### src/design/qdpl_pkg.sv
// ============================================================================
// qdpl_pkg
// Shared types and constants for the quadrature detent and press latch unit.
// ============================================================================
package qdpl_pkg;

    // Request opcodes.
    localparam logic OP_POLL    = 1'b0;
    localparam logic OP_CONSUME = 1'b1;

    // Configuration register indexes.
    localparam int unsigned CFG_INDEX_W = 2;
    localparam int unsigned CFG_DATA_W  = 4;
    localparam logic [CFG_INDEX_W-1:0] CFG_POLL_ENABLE = 2'd0;
    localparam logic [CFG_INDEX_W-1:0] CFG_ROT_A_POS   = 2'd1;
    localparam logic [CFG_INDEX_W-1:0] CFG_ROT_B_POS   = 2'd2;
    localparam logic [CFG_INDEX_W-1:0] CFG_WIDE_PORT   = 2'd3;

    // Phase reset value, invalid-state marker and port width masks.
    localparam logic [1:0]  PHASE_RESET  = 2'b11;
    localparam logic [15:0] STATE_INVALID = 16'hFFFF;
    localparam logic [15:0] NARROW_MASK   = 16'h00FF;
    localparam logic [15:0] WIDE_MASK     = 16'hFFFF;

    // Quadrature transition table, indexed by {previous phase, new phase}.
    localparam logic signed [1:0] PHASE_STEP [16] = '{
        2'sd0,  2'sd1,  -2'sd1, 2'sd0,
        -2'sd1, 2'sd0,  2'sd0,  2'sd1,
        2'sd1,  2'sd0,  2'sd0,  -2'sd1,
        2'sd0,  -2'sd1, 2'sd1,  2'sd0
    };

    // One request: a poll sample or a host consume.
    typedef struct packed {
        logic               op;
        logic [15:0]        sample;
        logic               read_ok;
        logic signed [31:0] consume_detents;
        logic [15:0]        consume_mask;
    } req_t;

    // One response: the unit state after the request.
    typedef struct packed {
        logic [15:0]        port_state;
        logic               port_state_valid;
        logic signed [31:0] detent_count;
        logic [31:0]        change_seq;
        logic [15:0]        pressed_bits;
        logic [31:0]        good_polls;
        logic [31:0]        bus_errors;
        logic               wake_host;
    } rsp_t;

endpackage

### src/design/quadrature_detent_and_press_latch_unit.sv
// ============================================================================
// quadrature_detent_and_press_latch_unit
// Rotary encoder detent counter with a two-sample button press latch.
// ============================================================================
//
//  Channel   Signals                         Direction  Content
//  --------  ------------------------------  ---------  ------------------------
//  req       req_valid, req_ready, req       in         poll sample or consume
//  rsp       rsp_valid, rsp_ready, rsp       out        state after each request
//  cfg       cfg_we, cfg_index, cfg_wdata    in         register writes, no wait
//
//  Every request passes an input register and then a result register
//  before its response is offered; one request per cycle is sustained
//  while responses are taken. The state update between the two registers
//  sets that rate. Reset is asynchronous and active low and needs no
//  warm-up. A stalled response holds both stages; the input register
//  frees as soon as its request moves into the result register.
//
module quadrature_detent_and_press_latch_unit
(
    input  logic                                clk,
    input  logic                                rst_n,
    input  logic                                req_valid,
    output logic                                req_ready,
    input  qdpl_pkg::req_t                      req,
    output logic                                rsp_valid,
    input  logic                                rsp_ready,
    output qdpl_pkg::rsp_t                      rsp,
    input  logic                                cfg_we,
    input  logic [qdpl_pkg::CFG_INDEX_W-1:0]    cfg_index,
    input  logic [qdpl_pkg::CFG_DATA_W-1:0]     cfg_wdata
);
    import qdpl_pkg::*;

    // Configuration registers.
    logic       poll_enable_reg;
    logic [3:0] rot_a_pos_reg;
    logic [3:0] rot_b_pos_reg;
    logic       wide_port_reg;

    // Pipeline registers.
    logic s1_valid_reg;
    req_t s1_item_reg;
    logic rsp_valid_reg;
    rsp_t rsp_reg;

    // Unit state.
    logic [1:0]         prev_phase_reg,   prev_phase_next;
    logic signed [2:0]  step_acc_reg,     step_acc_next;
    logic [15:0]        last_sample_reg,  last_sample_next;
    logic               last_valid_reg,   last_valid_next;
    logic signed [31:0] detent_reg,       detent_next;
    logic [31:0]        seq_reg,          seq_next;
    logic [15:0]        sticky_reg,       sticky_next;
    logic [15:0]        low_hist_reg,     low_hist_next;
    logic [31:0]        polls_reg,        polls_next;
    logic [31:0]        errors_reg,       errors_next;

    // Datapath intermediates.
    logic               advance;
    logic               poll_go;
    logic               good_poll;
    logic [15:0]        rx;
    logic [1:0]         ab;
    logic signed [2:0]  acc_sum;
    logic               detent_up;
    logic               detent_down;
    logic               state_change;
    logic [15:0]        latch_mask;
    logic [15:0]        low_bits;
    rsp_t               rsp_next;

    // Handshake: the input stage moves on whenever the result stage can take it.
    assign advance   = s1_valid_reg && (!rsp_valid_reg || rsp_ready);
    assign req_ready = !s1_valid_reg || advance;
    assign rsp_valid = rsp_valid_reg;
    assign rsp       = rsp_reg;

    // Configuration writes.
    always_ff @(posedge clk or negedge rst_n)
    begin
        if (!rst_n)
        begin
            poll_enable_reg <= 1'b1;
            rot_a_pos_reg   <= 4'd0;
            rot_b_pos_reg   <= 4'd1;
            wide_port_reg   <= 1'b1;
        end
        else if (cfg_we)
        begin
            unique case (cfg_index)
                CFG_POLL_ENABLE: poll_enable_reg <= cfg_wdata[0];
                CFG_ROT_A_POS:   rot_a_pos_reg   <= cfg_wdata;
                CFG_ROT_B_POS:   rot_b_pos_reg   <= cfg_wdata;
                CFG_WIDE_PORT:   wide_port_reg   <= cfg_wdata[0];
                default:         ;
            endcase
        end
    end

    // Input register.
    always_ff @(posedge clk or negedge rst_n)
    begin
        if (!rst_n)
        begin
            s1_valid_reg <= 1'b0;
        end
        else if (req_ready)
        begin
            s1_valid_reg <= req_valid;
        end
    end

    always_ff @(posedge clk)
    begin
        if (req_valid && req_ready)
        begin
            s1_item_reg <= req;
        end
    end

    // Sample decode: port width, encoder phases and button mask.
    assign poll_go   = (s1_item_reg.op == OP_POLL) && poll_enable_reg;
    assign good_poll = poll_go && s1_item_reg.read_ok;
    assign rx        = wide_port_reg ? s1_item_reg.sample
                                     : (s1_item_reg.sample & NARROW_MASK);
    assign ab        = {rx[rot_a_pos_reg], rx[rot_b_pos_reg]};
    assign acc_sum   = step_acc_reg + 3'(PHASE_STEP[{prev_phase_reg, ab}]);
    assign detent_up   = (ab != prev_phase_reg) && (acc_sum >= 3'sd2);
    assign detent_down = (ab != prev_phase_reg) && (acc_sum <= -3'sd2);
    assign latch_mask  = (wide_port_reg ? WIDE_MASK : NARROW_MASK)
                         & ~((16'd1 << rot_a_pos_reg) | (16'd1 << rot_b_pos_reg));
    assign low_bits     = ~rx & latch_mask;
    assign state_change = !last_valid_reg || (rx != last_sample_reg);

    // Next state for the request in the input register.
    always_comb
    begin
        prev_phase_next  = prev_phase_reg;
        step_acc_next    = step_acc_reg;
        last_sample_next = last_sample_reg;
        last_valid_next  = last_valid_reg;
        detent_next      = detent_reg;
        seq_next         = seq_reg;
        sticky_next      = sticky_reg;
        low_hist_next    = low_hist_reg;
        polls_next       = polls_reg;
        errors_next      = errors_reg;

        if (s1_item_reg.op == OP_CONSUME)
        begin
            detent_next = detent_reg - s1_item_reg.consume_detents;
            sticky_next = sticky_reg & ~s1_item_reg.consume_mask;
        end
        else if (good_poll)
        begin
            polls_next = polls_reg + 32'd1;

            // Quadrature accumulation, one detent per two steps.
            if (ab != prev_phase_reg)
            begin
                prev_phase_next = ab;
                if (detent_up || detent_down)
                begin
                    step_acc_next = 3'sd0;
                end
                else
                begin
                    step_acc_next = acc_sum;
                end
            end
            if (detent_up)
            begin
                detent_next = detent_reg + 32'sd1;
            end
            else if (detent_down)
            begin
                detent_next = detent_reg - 32'sd1;
            end

            // Press latch needs two consecutive low samples.
            sticky_next   = sticky_reg | (low_bits & low_hist_reg);
            low_hist_next = low_bits;

            if (state_change)
            begin
                last_sample_next = rx;
                last_valid_next  = 1'b1;
            end
            seq_next = seq_reg + 32'(detent_up || detent_down) + 32'(state_change);
        end
        else if (poll_go)
        begin
            errors_next = errors_reg + 32'd1;
        end
    end

    // Response content, taken from the next state.
    always_comb
    begin
        rsp_next.port_state       = last_valid_next ? last_sample_next : STATE_INVALID;
        rsp_next.port_state_valid = last_valid_next;
        rsp_next.detent_count     = detent_next;
        rsp_next.change_seq       = seq_next;
        rsp_next.pressed_bits     = sticky_next;
        rsp_next.good_polls       = polls_next;
        rsp_next.bus_errors       = errors_next;
        rsp_next.wake_host        = good_poll && state_change;
    end

    // State update when the request moves to the result register.
    always_ff @(posedge clk or negedge rst_n)
    begin
        if (!rst_n)
        begin
            prev_phase_reg  <= PHASE_RESET;
            step_acc_reg    <= 3'sd0;
            last_sample_reg <= 16'd0;
            last_valid_reg  <= 1'b0;
            detent_reg      <= 32'sd0;
            seq_reg         <= 32'd0;
            sticky_reg      <= 16'd0;
            low_hist_reg    <= 16'd0;
            polls_reg       <= 32'd0;
            errors_reg      <= 32'd0;
        end
        else if (advance)
        begin
            prev_phase_reg  <= prev_phase_next;
            step_acc_reg    <= step_acc_next;
            last_sample_reg <= last_sample_next;
            last_valid_reg  <= last_valid_next;
            detent_reg      <= detent_next;
            seq_reg         <= seq_next;
            sticky_reg      <= sticky_next;
            low_hist_reg    <= low_hist_next;
            polls_reg       <= polls_next;
            errors_reg      <= errors_next;
        end
    end

    // Result register.
    always_ff @(posedge clk or negedge rst_n)
    begin
        if (!rst_n)
        begin
            rsp_valid_reg <= 1'b0;
        end
        else if (!rsp_valid_reg || rsp_ready)
        begin
            rsp_valid_reg <= s1_valid_reg;
        end
    end

    always_ff @(posedge clk)
    begin
        if (advance)
        begin
            rsp_reg <= rsp_next;
        end
    end

endmodule
### config.mk
export PLATFORM = sky130hd
export DESIGN_NAME = quadrature_detent_and_press_latch_unit
export DESIGN_NICKNAME = d
export VERILOG_FILES = /design/src/design/qdpl_pkg.sv /design/src/design/quadrature_detent_and_press_latch_unit.sv
export SDC_FILE = /design/constraint.sdc
export NUM_CORES = 1
export LEC_CHECK = 0
export CAP_MARGIN = 10
export CORE_MARGIN = 2
export CORE_UTILIZATION = 45
export DETAILED_ROUTE_END_ITERATION = 7
export DONT_BUFFER_PORTS = 1
export PLACE_DENSITY = 0.6
export SYNTH_ARGS = -nofsm -noshare
export SYNTH_HDL_FRONTEND = slang
export SYNTH_SLANG_ARGS = --single-unit
export TNS_END_PERCENT = 5
### constraint.sdc
create_clock -name clk -period 5.8 [get_ports clk]
set_input_delay 1.74 -clock clk [delete_from_list [all_inputs] [get_ports clk]]
set_output_delay 1.74 -clock clk [all_outputs]
set_load 0.01 [all_outputs]
==> metrics.yaml <==
outcome:
  status: "completed"
grt:
  grt.total_usage: 0.204
  first_global_vias: 14432
  grt_pass1_wl_mm: 80.6
  grt-ovfl-total: 0
  grt_max_degree: 195
  antenna_found_initial: 1
final_layout:
  nNetsFinal: 2133
  final_common_cell: "nand2_1"
  fin_cells: 2669
  drive_gt1_frac: 0.124
  design_area_um2: 24300
  fill_cells: 4144
  largest_reg_flops: 162
  layout_common_cells: "nand2_1, edfxtp_1, dfrtp_1"
  synthToLayoutAreaGrowth_pct: 12.7
synth:
  ys_ff_latch: 422
  synthesis.nets: 2116
  synth_top_area_frac: 0.317
  synth_top_flop_cell: "edfxtp_1"
  synth-edff-count: 228
  synth.distinct_cells: 80
  synthTopCellsByArea: "edfxtp_1, dfrtp_1, nand2_1"
  async_flop_share: 0.460
  netlist_area_um2: 21600
  avgSynthCellArea_um2: 10.8
  synth.yosys.warnings: 0
  yosysTopAreaCell: "edfxtp_1"
  ys_seq_area_frac: 0.542
  syn-instance-count: 1997
power:
  p_int_mw: 6.93
  switchingPower_mw: 3.74
  combPwrFrac: 0.304
  power_frac_seq: 0.410
  clockPowerShare: 0.286
  power.total_mw: 10.7
  power_per_cell_area_nw_per_um2: 439
  irDropWorstVdd_uv: 230
  p_sw_frac: 0.350
  power_leakage_nw: 9.98
drt:
  via_per_inst: 5.59
  firstDrtPassIters: 7
  route.detailed.drc: 0
  routed_wirelength_mm: 50.8
  vias: 14914
  wl_per_cell_um: 19.0
  drt_iter0_drc: 1074
  ant_nets: 0
setup_path:
  worstReg2RegStart: "rot_b_pos_reg[0]$_DFFE_PN1P_"
  worstSetupEndpointType: "register"
  r2r_slack_ns: 0.15
  worst-path-buf-inv: 2
  critPathMaxFanout: 4
  crit_type: "register to register"
  crit_family: "simple AND/OR/NAND/NOR gates"
  r2r-end: "seq_reg[29]$_DFFE_PN0P_"
  crit_slowest_cell: "dfstp_2"
  cp-start-kind: "register"
  arrival_ns: 6.11
  rr_worst_depth: 28
  cp.required_ns: 6.27
  max_stage_delay_ns: 0.57
sta:
  tightest_slew_ns: 1.14
  min_period_over_period: 0.973
  finalHoldViolations: 0
  min_period_ns: 5.65
  slew_headroom: 0.240
  tns_ns: 0
  final-max-slew-violation-count: 0
  rsz0062_at_grt: "yes"
  skew_ns: 0.0402
  max_freq_ghz: 0.177
  setup_slack_ns: 0.154
  setup_viol: 0
floorplanning:
  io_pins: 241
  core_um2: 47500
  start_util: 0.454
  die_area_um2: 49700
  rows: 80
  chipWidth_um: 223
  die_h_um: 223
cts:
  cts_tree: "done"
  cts_max_level: 2
  clockBufferDepth: 3
  cts-hold-fix-buffers: 0
  clockRootBuffer: "clkbuf_16"
  path_clk_slew_ns: 0.07
  cts_num_sinks: 422
  clk_latency_ns: 0.59
  numCtsBuffers: 47
placement:
  dp_hpwl_mm: 34.1
  portBuffers: 0
  dp.cells: 2575
  place_congestion: 0.844
  dpl_cell_area_um2: 22500
  dp_slack_ns: -0.325
run:
  drv_cap: 0
worst_hold_path:
  min_from: "low_hist_reg[14]$_DFFE_PN0P_"
  min_path_type: "register to register"
  hold_depth: 2
  hold_path_end: "low_hist_reg[14]$_DFFE_PN0P_"
## layer usage
metal  vias up  global-route usage  part of all wire
li1       7094                   -                 -
met1      7305               0.285              0.45
met2       415               0.327              0.47
met3       100              0.0363             0.051
met4         0              0.0628             0.027
met5         -                   0                 0
## cell families after synthesis
family,share of synthesized area
AO/OA/AOI/OAI,0.0852
XOR/XNOR,0.102
adder cells (fa/ha/maj),0.0254
buffers and inverters,0.0296
flip-flops,0.542
multiplexers,0.0464
AND/OR/NAND/NOR,0.169
## tightest hold or removal path: stages, from the launching register on
cell     delay, ns
dfrtp_1       0.34
nand2_1       0.05
nand2_1       0.05
## power by group through the flow
stage | Clock (mW) | Sequential (mW) | Combinational, mW
6_report | 3.05 | 4.37 | 3.25
5_1_grt | 3.24 | 4.46 | 3.62
4_1_cts | 3.13 | 4.37 | 3.14
3_5_place_dp | 0 | 4.42 | 3.09
3_3_place_gp | 0 | 4.41 | 3.02
2_1_floorplan | 0 | 4.14 | 2.51
## stage by stage
step | hold slack (ns) | util
final | 0.481 | 0.512
after floorplan | 0.446 | -
after CTS | 0.481 | 0.507
after global placement | 0.457 | 0.472
after global routing | 0.506 | 0.512
after detailed placement | 0.467 | 0.472
## cell usage after synthesis (4+ instances only)
master and instances:
a211oi_1 6, a21o_1 18, a21oi_1 48, a21oi_2 9, a221oi_1 8, a31oi_1 5
a32o_1 16, and2_1 15, and3_1 27, and4_1 8, buf_1 13, buf_4 4
clkbuf_1 78, dfrtp_1 189, dfstp_2 5, edfxtp_1 228, ha_1 39, inv_1 58
mux2_2 24, mux2i_1 55, mux4_2 7, nand2_1 337, nand2b_1 23, nand3_1 81
nand3b_1 8, nand4_1 35, nor2_1 127, nor2b_1 14, nor3_1 39, nor3b_1 10
nor4_1 11, nor4b_1 5, o211ai_1 17, o21ai_0 41, o21ai_1 25, o221ai_1 4
o22ai_1 18, o31ai_1 6, or2_2 6, or3_1 13, or4_1 8, xnor2_1 141
xor2_1 110
## worst max-delay path by stage
stage                            startpoint                      end  slack (ns)  cells past startpoint
2_1_floorplan  rot_b_pos_reg[0]$_DFFE_PN1P_  seq_reg[29]$_DFFE_PN0P_       -0.56                     29
3_3_place_gp   rot_b_pos_reg[0]$_DFFE_PN1P_  seq_reg[29]$_DFFE_PN0P_       -0.14                     28
3_5_place_dp   rot_b_pos_reg[0]$_DFFE_PN1P_  seq_reg[29]$_DFFE_PN0P_       -0.33                     28
4_1_cts        rot_b_pos_reg[0]$_DFFE_PN1P_  seq_reg[29]$_DFFE_PN0P_       0.003                     27
5_1_grt        rot_b_pos_reg[0]$_DFFE_PN1P_  seq_reg[25]$_DFFE_PN0P_       -0.05                     28
6_report       rot_b_pos_reg[0]$_DFFE_PN1P_  seq_reg[29]$_DFFE_PN0P_        0.15                     28
## repair_timing
action | CTS | global route
pin swaps | 4 | 16
endpoints found under the setup margin | 20 | 29
setup buffers | 2 | 3
gates resized for setup | 13 | 41
## final cells by class
class / instances / area [um2] / share of cell area
Multi-Input combinational cell: 1416 / 9490 / 0.390
Tap cell: 615 / 769 / 0.0316
Timing Repair Buffer: 69 / 542 / 0.0223
Antenna cell: 1 / 2.50 / 0.000103
Clock inverter: 30 / 352 / 0.0145
Clock buffer: 58 / 1240 / 0.0509
Sequential cell: 422 / 11700 / 0.481
Inverter: 58 / 228 / 0.00936
(Power assumes the default switching activity.)
